## config.mk

```make
export PLATFORM = sky130hd
export DESIGN_NAME = gemm_mac_unit
export DESIGN_NICKNAME = d
export VERILOG_FILES = /design/src/rtl/gemm_pkg.sv /design/src/rtl/gemm_mac_unit.sv
export SDC_FILE = /design/constraint.sdc
export NUM_CORES = 2
export LEC_CHECK = 0
export BUFFER_PORTS_ARGS = -buffer_cell sky130_fd_sc_hd__buf_2
export CAP_MARGIN = 20
export CELL_PAD_IN_SITES_DETAIL_PLACEMENT = 0
export CELL_PAD_IN_SITES_GLOBAL_PLACEMENT = 1
export CORE_MARGIN = 8
export CORE_UTILIZATION = 55
export CTS_CLUSTER_DIAMETER = 60
export DETAILED_ROUTE_END_ITERATION = 10
export HOLD_SLACK_MARGIN = 0.15
export PLACE_DENSITY_LB_ADDON = 0.25
export SLEW_MARGIN = 20
export SYNTH_ARGS = -nofsm -noshare
export SYNTH_HDL_FRONTEND = slang
export SYNTH_SLANG_ARGS = --single-unit
```

## constraint.sdc

```tcl
create_clock -name clock -period 24.8 [get_ports clock]
set_input_delay 2.48 -clock clock [delete_from_list [all_inputs] [get_ports clock]]
set_output_delay 2.48 -clock clock [all_outputs]
set_load 0.01 [all_outputs]
```

## src/rtl/gemm_pkg.sv

```systemverilog
`default_nettype none

package gemm_pkg;

   typedef enum logic [1:0] {
      OP_WRITE_A = 2'd0,
      OP_WRITE_B = 2'd1,
      OP_WRITE_C = 2'd2,
      OP_COMPUTE = 2'd3
   } op_type;

   typedef enum logic [2:0] {
      CSR_TRANSPOSE = 3'd0,
      CSR_ROWS_M    = 3'd1,
      CSR_COLS_K    = 3'd2,
      CSR_INNER_N   = 3'd3,
      CSR_ALPHA     = 3'd4,
      CSR_BETA      = 3'd5
   } csr_index_type;

   typedef enum logic [3:0] {
      ST_IDLE,
      ST_DOT_RD,
      ST_DOT_MUL,
      ST_DOT_ACC,
      ST_SCL_MUL,
      ST_SCL_ACC,
      ST_BETA_MUL,
      ST_BETA_ACC,
      ST_EMIT
   } state_type;

   typedef enum logic [1:0] {
      SH_0  = 2'd0,
      SH_16 = 2'd1,
      SH_32 = 2'd2,
      SH_64 = 2'd3
   } shift_type;

   typedef struct packed {
      logic      prod_en;
      logic      acc_clr;
      logic      acc_en;
      shift_type shift;
   } mac_ctrl_type;

   localparam int OPND_W = 33;
   localparam int PROD_W = 66;
   localparam int ACC_W  = 100;
   localparam int DOT_W  = 68;

   localparam logic [31:0] ALPHA_RESET = 32'h0001_0000;
   localparam logic [31:0] SAT_POS     = 32'h7FFF_FFFF;
   localparam logic [31:0] SAT_NEG     = 32'h8000_0000;

endpackage

`default_nettype wire

```

## src/rtl/gemm_mac_unit.sv

```systemverilog
`default_nettype none

module gemm_mac_unit (
   input  wire                                       clock,
   input  wire                                       reset,
   input  wire gemm_pkg::mac_ctrl_type               ctrl,
   input  wire logic signed [gemm_pkg::OPND_W-1:0]   opnd_a,
   input  wire logic signed [gemm_pkg::OPND_W-1:0]   opnd_b,
   output logic signed [gemm_pkg::PROD_W-1:0]        prod,
   output logic signed [gemm_pkg::ACC_W-1:0]         acc
);

   logic signed [gemm_pkg::PROD_W-1:0] prod_ff, prod_in;
   logic signed [gemm_pkg::ACC_W-1:0]  acc_ff, acc_in;
   logic signed [gemm_pkg::ACC_W-1:0]  prod_ext, addend;

   always_comb begin
      prod_in  = opnd_a * opnd_b;
      prod_ext = gemm_pkg::ACC_W'(prod_ff);
      case (ctrl.shift)
         gemm_pkg::SH_0:  addend = prod_ext;
         gemm_pkg::SH_16: addend = prod_ext <<< 16;
         gemm_pkg::SH_32: addend = prod_ext <<< 32;
         gemm_pkg::SH_64: addend = prod_ext <<< 64;
         default:         addend = prod_ext;
      endcase
      acc_in = acc_ff;
      if (ctrl.acc_clr) begin
         acc_in = '0;
      end else if (ctrl.acc_en) begin
         acc_in = acc_ff + addend;
      end
   end

   always_ff @(posedge clock) begin
      if (ctrl.prod_en) begin
         prod_ff <= prod_in;
      end
      if (reset) begin
         acc_ff <= '0;
      end else begin
         acc_ff <= acc_in;
      end
   end

   assign prod = prod_ff;
   assign acc  = acc_ff;

endmodule

`default_nettype wire

```

======== Word level (Yosys, flattened, before mapping) ========
Index checks and enable logic that the tools add are counted.
storage, ports and cells
  register bits ........................... 166
  output and inout port bits .............. 166
  logic and storage cells ................. 10
cells by class
  add/subtract/negate cells ............... 1
  multiply operators ...................... 1
  equality and inequality tests ........... 3
  mux-type cells .......................... 1
  reductions and logical operators ........ 2
operators with widths
  cell                                           count
  one-hot mux 100 bit (4 select lines)           1
  adder 100 bit                                  1
  multiplier 33 x 33 -> 66 bit                   1
  == test 2 bit, second input constant           2
  == test 2 x 1 -> 1 bit, second input constant  1
  logical NOT 2 bit                              1
  OR reduction 2 bit                             1

======== Longest topological paths before layout ========
  depth in word-level cells ............... 3
  depth in mapped cells ................... 30

======== Worst setup path before layout ========
No wires, ideal clock.
  path kind ............................... in2reg
  start ................................... input opnd_a[32] in the netlist's numbering
  end ..................................... register prod_ff (netlist bit prod[62]), data pin
  arrival time ............................ 9.802 ns
  required time ........................... 24.526 ns
  slack ................................... 14.724 ns
  cell stages on the path ................. 26
  buffers on the path ..................... 2
  cell sequence ........................... clkbuf_1 > nand2_1 > inv_1 > fa_1 > inv_1 > fa_1 > inv_1 > fa_1 > fa_1 > fa_1 > fa_1 > fa_1 > inv_1 > fa_1 > inv_1 > ha_1 > clkbuf_1 > and3_1 > and3_1 > and2_1 > nand4_1 > or4_1 > o2111ai_1 > nand2_1 > o41ai_1 > xor2_1
between the ends
  cells in the longest elaborated chain, start to end .. 1
ends and longest elaborated chain
  element                       line                 RTL
  from (decl)                   gemm_mac_unit.sv:7   input wire logic signed [gemm_pkg::OPND_W-1:0] opnd_a,
  multiplier 33 x 33 -> 66 bit  gemm_mac_unit.sv:18  prod_in = opnd_a * opnd_b;
  named net prod_in, one bit    gemm_mac_unit.sv:13  logic signed [gemm_pkg::PROD_W-1:0] prod_ff, prod_in;
  to (signal assigned)          gemm_mac_unit.sv:37  prod_ff <= prod_in;
  to (decl)                     gemm_mac_unit.sv:13
The timed path passes the listed nets, and every way through them passes these cells.
A chain may end at the register's enable or synchronous reset.

======== Worst setup path in the final report ========
  start ................................... input opnd_b[9] in the netlist's numbering
  end ..................................... register prod_ff (netlist bit prod[59]), data pin
between the ends
  cells in the longest elaborated chain, start to end .. 1
ends and longest elaborated chain
  element                       line                 RTL
  from (decl)                   gemm_mac_unit.sv:8   input wire logic signed [gemm_pkg::OPND_W-1:0] opnd_b,
  multiplier 33 x 33 -> 66 bit  gemm_mac_unit.sv:18
  named net prod_in, one bit    gemm_mac_unit.sv:13
The timed path passes the listed nets, and every way through them passes these cells.

==> impl_metrics.toml <==
[run_status]
outcome = "finished, final reports clean"

[final_layout]
final_layout_size_suffix_gt1_share_pct = 5.75
synthToLayoutAreaGrowth_pct = 4.65
nNetsFinal = 7299
fillers = 8590

[worst_setup_path]
crit_path_max_incr_delay_ns = 0.95
critPathLaunchType = "input port"
path_common_cell = "fa_1"
path_cells = "buf_2 > nand2_1 > fa_1 > fa_1 > fa_1 > inv_1 > fa_1 > fa_1 > fa_1 > fa_1 > inv_1 > fa_1 > inv_1 > ha_1 > nand2_1 > or3_1 > or4_1 > o32ai_1 > o21ai_0 > a21boi_0 > o21ai_0 > a21oi_1"
slowest_stage = "fa_1"
crit_path_end_kind = "flip-flop"
worstSetupPathType = "input port to flip-flop"
cp_max_fo = 33
arrival_ns = 10.97
required_ns = 25.15

[clock_network]
numCtsBuffers = 25
cts_buffer_depth = 3
clock_latency_ns = 0.53
cts-htree-levels = 4
clkTransAtPathRegs_ns = 0.06
clock-sinks = 166
cts_resized = 0
ctsHoldBuffers = 0
clk_root_buffer_cell = "clkbuf_16"
cts_tree = "built"
post_cts_buffers = 0

[synthesis]
yosysTopAreaCellShare_pct = 44.0
async_reset_ff_share_pct = 0
yosysUniqueCellTypes = 75
yosys.area.top_type = "fa_1"
yosys_warnings = 0
synth_flop_cell = "dfxtp_1"
avgSynthCellArea_sq_um = 8.99
synthCells = 5798
synth_area_leaders = "fa_1 44%, inv_1 8.3%, ha_1 7.6%"
ys_ff_latch = 166
syn-cell-area_sq_mm = 0.0521
synth_fp_nets = 7333
yosysSeqAreaShare_pct = 7.65
synth_edf_count = 66

[floorplanning]
io-pin-count = 239
fp.coreArea_sq_mm = 0.0944
rows = 113
die_w_um = 324
die_h_um = 324
die_area_sq_mm = 0.105
initial_utilization_pct = 55.2

[timing]
skew_ns = 0.0236
max_slew_margin_pct = 30.4
fmaxAchievable_mhz = 94.2
post-route-period-util_pct = 42.8
rsz0062_at_grt = "no"
fin_hold_ws_ns = 0.467
setup_viol = 0
fin_crit_ns = 10.62
slew_violations = 0
report.final.hold_viol_count = 0
worst_slew_pin_slew_ns = 1.04
setup_tns_ns = 0

[flow_run]
maxCapViolCount = 0

[route]
routed_via_density = 5.69
vias = 40083
drt_iter0_markers = 3160
first_pass_iters = 6
wire_per_inst_um = 23.1
antenna_left = 0
drc = 0
drt-total-wl_um = 163000

[global_routing]
grt_max_degree = 78
grt_usage_pct = 31.4
grtUsageMet3_pct = 6.41
grt-ovfl-total = 0
grt_pass1_vias = 42290
antenna_found_initial = 9
grtUsageMet1_pct = 43.4
grt_pass1_wl_um = 252000
top_usage_layer = "met2"
gr-usage-met2_pct = 50.0

[placed_design]
port_buffers = 238
globalplace.congestion = 0.956
place_hpwl_um = 130000

[hold_path]
hp-class = "flip-flop to flip-flop"
kinds of logic (layout without fill, tap and decap cells):
kind of cell    count (synthesis)  after routing  share of synthesized area (%)
compound gates                668            668                           8.06
xor+xnor                      154            154                           2.59
fa+ha+maj                    1462           1462                           51.6
buf+inv                      1469           1441                           10.6
flops                         166            166                           7.65
mux                           129            129                           2.89
other cells                     0              7                              0
simple gates                 1750           1750                           16.6
cell usage after synthesis (all sizes together), types with 6 or more instances:
master and number:
inv 1150, fa 1146, nand2 685, and2 564, ha 316, clkbuf 297
nor2 224, a21oi 215, o21ai 159, mux2i 112, a21o 104, dfxtp 100
xnor2 89, edfxtp 66, xor2 65, nand4 60, o21bai 42, nand3 40
nor3 40, nand3b 32, nand2b 23, a31oi 21, buf 20, nor2b 18
and3 17, mux4 17, or3 17, a21boi 16, a211oi 15, o21a 12
or2 10, o31ai 9, nor4 8, a221oi 7, o211ai 7, a211o 6
cell type report:
cell class | count | area, sq um | share of cell area, %
Clock buffer | 28 | 647 | 1.19
Antenna cell | 7 | 17.5 | 0.0321
Multi-Input combinational cell | 4163 | 42600 | 78.1
Sequential cell | 166 | 3980 | 7.31
Timing Repair Buffer | 256 | 1350 | 2.47
Inverter | 1152 | 4320 | 7.93
Clock inverter | 5 | 26.3 | 0.0482
Tap cell | 1265 | 1580 | 2.90
critical path, delay by kind of cell:
kind	cells	cell delay, ns
adder cells (fa/ha/maj)	9	5.01
AO/OA/AOI/OAI	5	1.28
AND/OR/NAND/NOR	4	1.27
buffers and inverters	4	0.88
state kept, by name, indices dropped and copies added, names as in the netlist:
signal / count
acc: 100
prod: 66
per-stage QoR:
step                utilization [%]  setup WS (ns)  instance area [sq um]  cells
detailed placement             57.0          13.75                  53800   7000
floorplan                         -          14.72                  52100   5798
global placement               57.0          13.86                  53800   7000
CTS                            57.7          14.28                  54500   7033
finish                         57.7          14.18                  54500   7042
global route                   57.7          13.83                  54500   7036
worst paths after layout:
check	from	to	slack (ns)	cells after the start
setup / recovery	opnd_b[9]	prod[59]	14.18	22
hold / removal	acc[99]	acc[99]	0.47	2
setup reg to reg	prod[16]	acc[99]	19.12	14
hold reg to reg	acc[99]	acc[99]	0.47	2
routing by layer:
metal  wire [um]  up-vias
met3       15000      277
met5          24        -
met2       73600     1779
li1            -    17659
met1       68700    20364
met4        5570        4
layout by cell type (no fill, tap or decap), drive strengths merged, types with 7 or more instances in the layout:
cell type  instances
xor2              65
nand2b            23
o21ai            159
ha               316
o21a              12
and2             564
a21oi            215
a221oi             7
nand3b            32
nand2            685
a21boi            16
clkbuf            28
nand4             60
a21o             104
or2               10
buf              256
mux2i            112
dfxtp            100
or3               17
diode              7
fa              1146
o31ai              9
a31oi             21
xnor2             89
mux4              17
o21bai            42
a211oi            15
o211ai             7
nor4               8
nor3              40
nand3             40
and3              17
edfxtp            66
nor2b             18
inv             1150
nor2             224
Power is not shown: default switching activity piles up to over one toggle a cycle in this logic, so the estimate is an artifact.
